**config.mk**
```make
export PLATFORM = sky130hd
export DESIGN_NAME = pid_ctrl
export DESIGN_NICKNAME = d
export VERILOG_FILES = /design/src/rtl/core/pid_pkg.sv /design/src/rtl/core/pid_ctrl.sv
export SDC_FILE = /design/constraint.sdc
export NUM_CORES = 1
export LEC_CHECK = 0
export ABC_AREA = 1
export BUFFER_PORTS_ARGS = -buffer_cell sky130_fd_sc_hd__buf_4
export CORE_AREA = 2 2 39 41
export DETAILED_ROUTE_END_ITERATION = 10
export DIE_AREA = 0 0 41 43
export HOLD_SLACK_MARGIN = 0.03
export MAX_ROUTING_LAYER = met4
export PLACE_DENSITY = 0.63
export SYNTH_ARGS = -nofsm -noshare
export SYNTH_HDL_FRONTEND = slang
export SYNTH_SLANG_ARGS = --single-unit
```
**constraint.sdc**
```tcl
create_clock -name clk -period 2.7 [get_ports clk]
set_clock_uncertainty 0.05 [all_clocks]
set_input_delay 0.135 -clock clk [delete_from_list [all_inputs] [get_ports clk]]
set_output_delay 0.135 -clock clk [all_outputs]
set_load 0.01 [all_outputs]
```
**src/rtl/core/pid_pkg.sv**
```systemverilog
package pid_pkg;

	localparam int PALETTE_DEPTH = 256;
	localparam int MAX_BPP       = 16;
	localparam int PAL_AW        = (PALETTE_DEPTH > 1) ? $clog2(PALETTE_DEPTH) : 1;
	localparam int CFG_IDX_W     = 2;

	localparam logic [CFG_IDX_W-1:0] REG_OVERRIDE_ENABLE = CFG_IDX_W'(0);
	localparam logic [CFG_IDX_W-1:0] REG_OVERRIDE_COLOR  = CFG_IDX_W'(1);

	localparam logic [31:0] ARGB_BLACK = 32'hFF00_0000;

	typedef struct packed {
		logic restart;
		logic hdr_byte;
		logic pal_byte;
		logic pix_byte;
		logic cnt_clear;
		logic issue_pix;
		logic issue_err;
		logic last;
	} pid_cmd_t;

	typedef struct packed {
		logic hdr_last;
		logic bpp_bad;
		logic cc_zero_next;
		logic total_nz;
		logic pal_last;
		logic pix_more;
		logic pix_more_after;
		logic done_after_full;
		logic done_full;
		logic adv;
	} pid_status_t;

endpackage

```
**src/rtl/core/pid_ctrl.sv**
```systemverilog
module pid_ctrl (
	input  logic                 clk,
	input  logic                 arst_n,
	input  logic                 in_valid,
	output logic                 in_stall,
	input  logic                 start_of_file,
	input  pid_pkg::pid_status_t sts,
	output pid_pkg::pid_cmd_t    cmd
);
	import pid_pkg::*;

	typedef enum logic [2:0] {
		P_HEADER,
		P_PALETTE,
		P_PIXELS,
		P_DONE,
		P_ERROR
	} phase_t;

	typedef enum logic {
		S_IDLE,
		S_PIX
	} state_t;

	phase_t phase_q, phase_d, ph;
	state_t state_q, state_d;
	logic   accept;

	assign in_stall = (state_q != S_IDLE) || !sts.adv;
	assign accept   = in_valid && !in_stall;
	assign ph       = start_of_file ? P_HEADER : phase_q;

	always_comb begin
		cmd     = '0;
		phase_d = phase_q;
		state_d = state_q;
		case (state_q)
			S_IDLE: begin
				if (accept) begin
					cmd.restart = start_of_file;
					phase_d     = ph;
					case (ph)
						P_HEADER: begin
							cmd.hdr_byte = 1'b1;
							if (sts.hdr_last) begin
								cmd.cnt_clear = 1'b1;
								if (sts.bpp_bad) begin
									cmd.issue_err = 1'b1;
									cmd.last      = 1'b1;
									phase_d       = P_ERROR;
								end else if (!sts.cc_zero_next) begin
									phase_d = P_PALETTE;
								end else if (sts.total_nz) begin
									phase_d = P_PIXELS;
								end else begin
									phase_d = P_DONE;
								end
							end
						end
						P_PALETTE: begin
							cmd.pal_byte = 1'b1;
							if (sts.pal_last) begin
								cmd.cnt_clear = 1'b1;
								phase_d       = sts.total_nz ? P_PIXELS : P_DONE;
							end
						end
						P_PIXELS: begin
							cmd.pix_byte = 1'b1;
							state_d      = S_PIX;
						end
						default: begin
						end
					endcase
				end
			end
			S_PIX: begin
				if (sts.pix_more) begin
					if (sts.adv) begin
						cmd.issue_pix = 1'b1;
						cmd.last      = !sts.pix_more_after;
						if (!sts.pix_more_after) begin
							state_d = S_IDLE;
							if (sts.done_after_full) begin
								phase_d = P_DONE;
							end
						end
					end
				end else begin
					state_d = S_IDLE;
					if (sts.done_full) begin
						phase_d = P_DONE;
					end
				end
			end
			default: begin
				state_d = S_IDLE;
			end
		endcase
	end

	always_ff @(posedge clk or negedge arst_n) begin
		if (!arst_n) begin
			phase_q <= P_HEADER;
			state_q <= S_IDLE;
		end else begin
			phase_q <= phase_d;
			state_q <= state_d;
		end
	end

endmodule

```
== Word-level counts from Yosys, hierarchy flattened ==
Cells that the tools add are included.

* Flip-flop bits (word level): 4
* Output and inout bits: 9
* Input port bits: 14
* Word-level logic and storage cells: 55

* Bitwise gates (word level): 1
* Equal/unequal tests: 7
* Reductions and logical operators: 7
* Mux-type cells: 38

{| class="wikitable"
|+ Operators with widths
! cell !! count
|-
| 3-bit two-way mux || 11
|-
| 1-bit two-way mux || 16
|-
| 3-bit != test, second input constant || 4
|-
| 3-bit one-hot mux with 2 select lines || 2
|-
| 5-bit two-way mux || 2
|-
| 2-bit two-way mux || 4
|-
| 1-bit one-hot mux with 2 select lines || 3
|-
| 5-bit AND reduction || 1
|-
| 3-bit by 1-bit == test with 1-bit output, second input constant || 1
|-
| 3-bit by 2-bit == test with 1-bit output, second input constant || 1
|-
| 1-bit logical NOT || 3
|-
| 3-bit logical NOT || 1
|-
| 2-bit != test, second input constant || 1
|-
| 1-bit logical AND || 1
|-
| 1-bit logical OR || 1
|-
| 1-bit inverter || 1
|}

== Depth between registers and ports, before layout ==
* Depth in word-level cells: 7
* Depth in mapped cells: 9
* Gate-level depth less buffers: 9

== Least setup slack after synthesis ==
Ideal clock, no wire load.

* Path kind: register -> output
* Start: reg phase_q[2]
* End: out cmd[5] in the netlist's numbering
* Path buffers: 0
* Arrival time: 915 ps
* Required time: 2515 ps
* Cell stages (with the launch flop): 4
* Slack: 1600 ps
* Cells stage by stage: dfrtp_1 -> nor2_1 -> inv_1 -> nor3_1

{| class="wikitable"
|+ RTL lines
! what !! RTL line !! RTL
|-
| from (decl) || pid_ctrl.sv:25 || <nowiki>phase_t phase_q, phase_d, ph;</nowiki>
|-
| from (signal assigned) || pid_ctrl.sv:106 || <nowiki>phase_q <= phase_d;</nowiki>
|-
| to (decl) || pid_ctrl.sv:8 || <nowiki>output pid_pkg::pid_cmd_t cmd</nowiki>
|}

==> results.ini <==
[floorplanning]
chipHeight_microns=43
core_sq_um=1380
num_rows=14
dieArea_sq_um=1760
start_util_pct=31.5
die_w_microns=41
num_io_pins=23

[yosys]
syn_area_per_cell_sq_um=6.05
postSynthCellCount=72
synth-seq-cells=4
ys.flop_type=dfrtp_1
async_flop_share_pct=100
synth_most_common_cell=nand2_1
ys_seq_area_share_pct=23.0
yosys.area.top_type=dfrtp_1
synth_edf_count=0
synthTopCellsByCount=24 x nand2_1, 8 x inv_1, 7 x nand3_1
syn_nets=86
ys.warnings.count=0
synth.distinct_cells=16
synth_area_sq_um=435
synth_top_area_share_pct=23.0
synth_top_cells_by_area=dfrtp_1 23%, nand2_1 21%, nand2_2 8.6%

[detailed_routing]
viasPerCell=4.44
drc=0
drt-initial-drc-count=21
wl_per_cell_microns=9.18
final_antenna_net_count=0
drt-pass1-iter-count=4
num_vias=506
wl_microns=1050

[sta]
max-slew-margin-rel_pct=85.1
rsz0062_at_grt=false
worst_slack_ps=1230
setup_viol=0
finalCriticalPeriod_ps=1470
fin_setup_tns_ps=0
hold_violations=0
finalCritPeriodShare_pct=54.5
slew_viol_final=0
worst_slew_pin_slew_ps=222
max_freq_mhz=680

[clocking]
clk_latency_ps=230
clockRootBuffer=clkbuf_4
cts_max_path_buffers=2
clock-sinks=4
cts_tree=built
clkTransAtPathRegs_ps=40
htree_num_levels=1
cts_resized=0
cts_made_buffers=3

[global_route]
grtUsageTotal_pct=13.7
grt_max_degree=7
overflow=0
grt_pass1_vias=441
grt_pass1_wl_microns=1590
antenna_found_initial=0

[layout]
n_antenna_cell=0
layout-drive-gt1-share_pct=43.9
fin_util_pct=47.2
final_nets=114
area_growth_pct=50.0

[power]
leakage_uw=0.000390
ir_drop_mv=0.264
power_density_nw_per_um2=499

[setup_path]
crit_type=register to output pin
end_kind=output pin
cp_max_fo=6
crit_required_ps=2520
cp.arrival_ps=1290
startpoint_type=register

[placed_design]
portBuffers=22
pre_cts_ws_ps=1460
hpwl_microns=906
gp_congestion=0.854

[run]
cap_violations=0

[hold_path]
hp-class=primary input to register

[run_status]
status=completed

-- area by class of cell --
class | instances | area (sq um)
clock buffers | 3 | 22.5
fillers | 152 | 731
inverters | 14 | 52.6
multi-input cells | 54 | 283
flip-flops and latches | 4 | 100
well taps | 16 | 20.0
repair buffers | 23 | 175
-- sequential cells by signal, summed over array words and instances, names as in the netlist --
| register | cells |
|---|---|
| state_q | 1 |
| phase_q | 3 |
-- logic make-up after synthesis --
family | count (synthesis) | share of synthesized area (%)
buffers and inverters | 14 | 12.1
AO/OA/AOI/OAI | 4 | 8.05
AND/OR/NAND/NOR | 50 | 56.9
flip-flops | 4 | 23.0
-- through the flow --
stage	hold WS (ps)	instances	area [sq um]	total power, uW
5_1_grt	159	114	653	356
6_report	145	114	653	326
2_1_floorplan	-211	72	435	201
3_5_place_dp	-119	110	621	254
3_3_place_gp	-118	110	621	253
4_1_cts	144	114	653	330
-- worst paths after layout --
path	to	slack (ps)	depth (start not counted)	startpoint
setup reg to reg	phase_q[0]	1570	6	phase_q[2]
hold reg to reg	phase_q[2]	480	2	phase_q[2]
min in group asynchronous	phase_q[1]	180	2	arst_n
max in group asynchronous	phase_q[0]	2320	2	arst_n
hold / removal	state_q	140	3	sts[4]
setup / recovery	cmd[3]	1230	6	state_q
-- layer usage --
metal  up-vias  wire (microns)  GRT usage, %
met4         0               0          10.0
met2        14             522          20.3
met3         0              63          1.57
met1       217             461          16.0
li1        275               -             -
met5         -               0             -
-- critical path, cell delays in order, from the launching register on --
cell and delay (ps):
dfrtp_1 430, inv_2 100, nand3_4 90, inv_2 100, nand2_2 90, o22ai_2 100, buf_4 140
-- timing repair --
| item | CTS | global route |
|---|---|---|
| endpoints found under the hold margin | 4 | 0 |
| setup buffers | 0 | 0 |
| hold buffers | 1 | 0 |
-- cell usage in the layout (no fill, tap or decap), drive strengths merged --
cell	netlist	final
inv	14	14
nand3	9	9
o21ai	2	2
nor3	1	1
dfrtp	4	4
buf	0	22
o22ai	2	2
nand2	30	30
nor2	8	8
nand4	1	1
or2	1	1
clkbuf	0	3
dlygate4sd3	0	1
-- power breakdown --
part | switching [uW] | internal [uW] | leakage (uW) | total, uW
registers | 18.5 | 76.7 | 0.0000512 | 95.3
logic | 90.8 | 67.3 | 0.000325 | 158
clock network | 22.7 | 49.6 | 0.0000138 | 72.3
total | 132 | 194 | 0.000390 | 326
(Power assumes the default switching activity.)
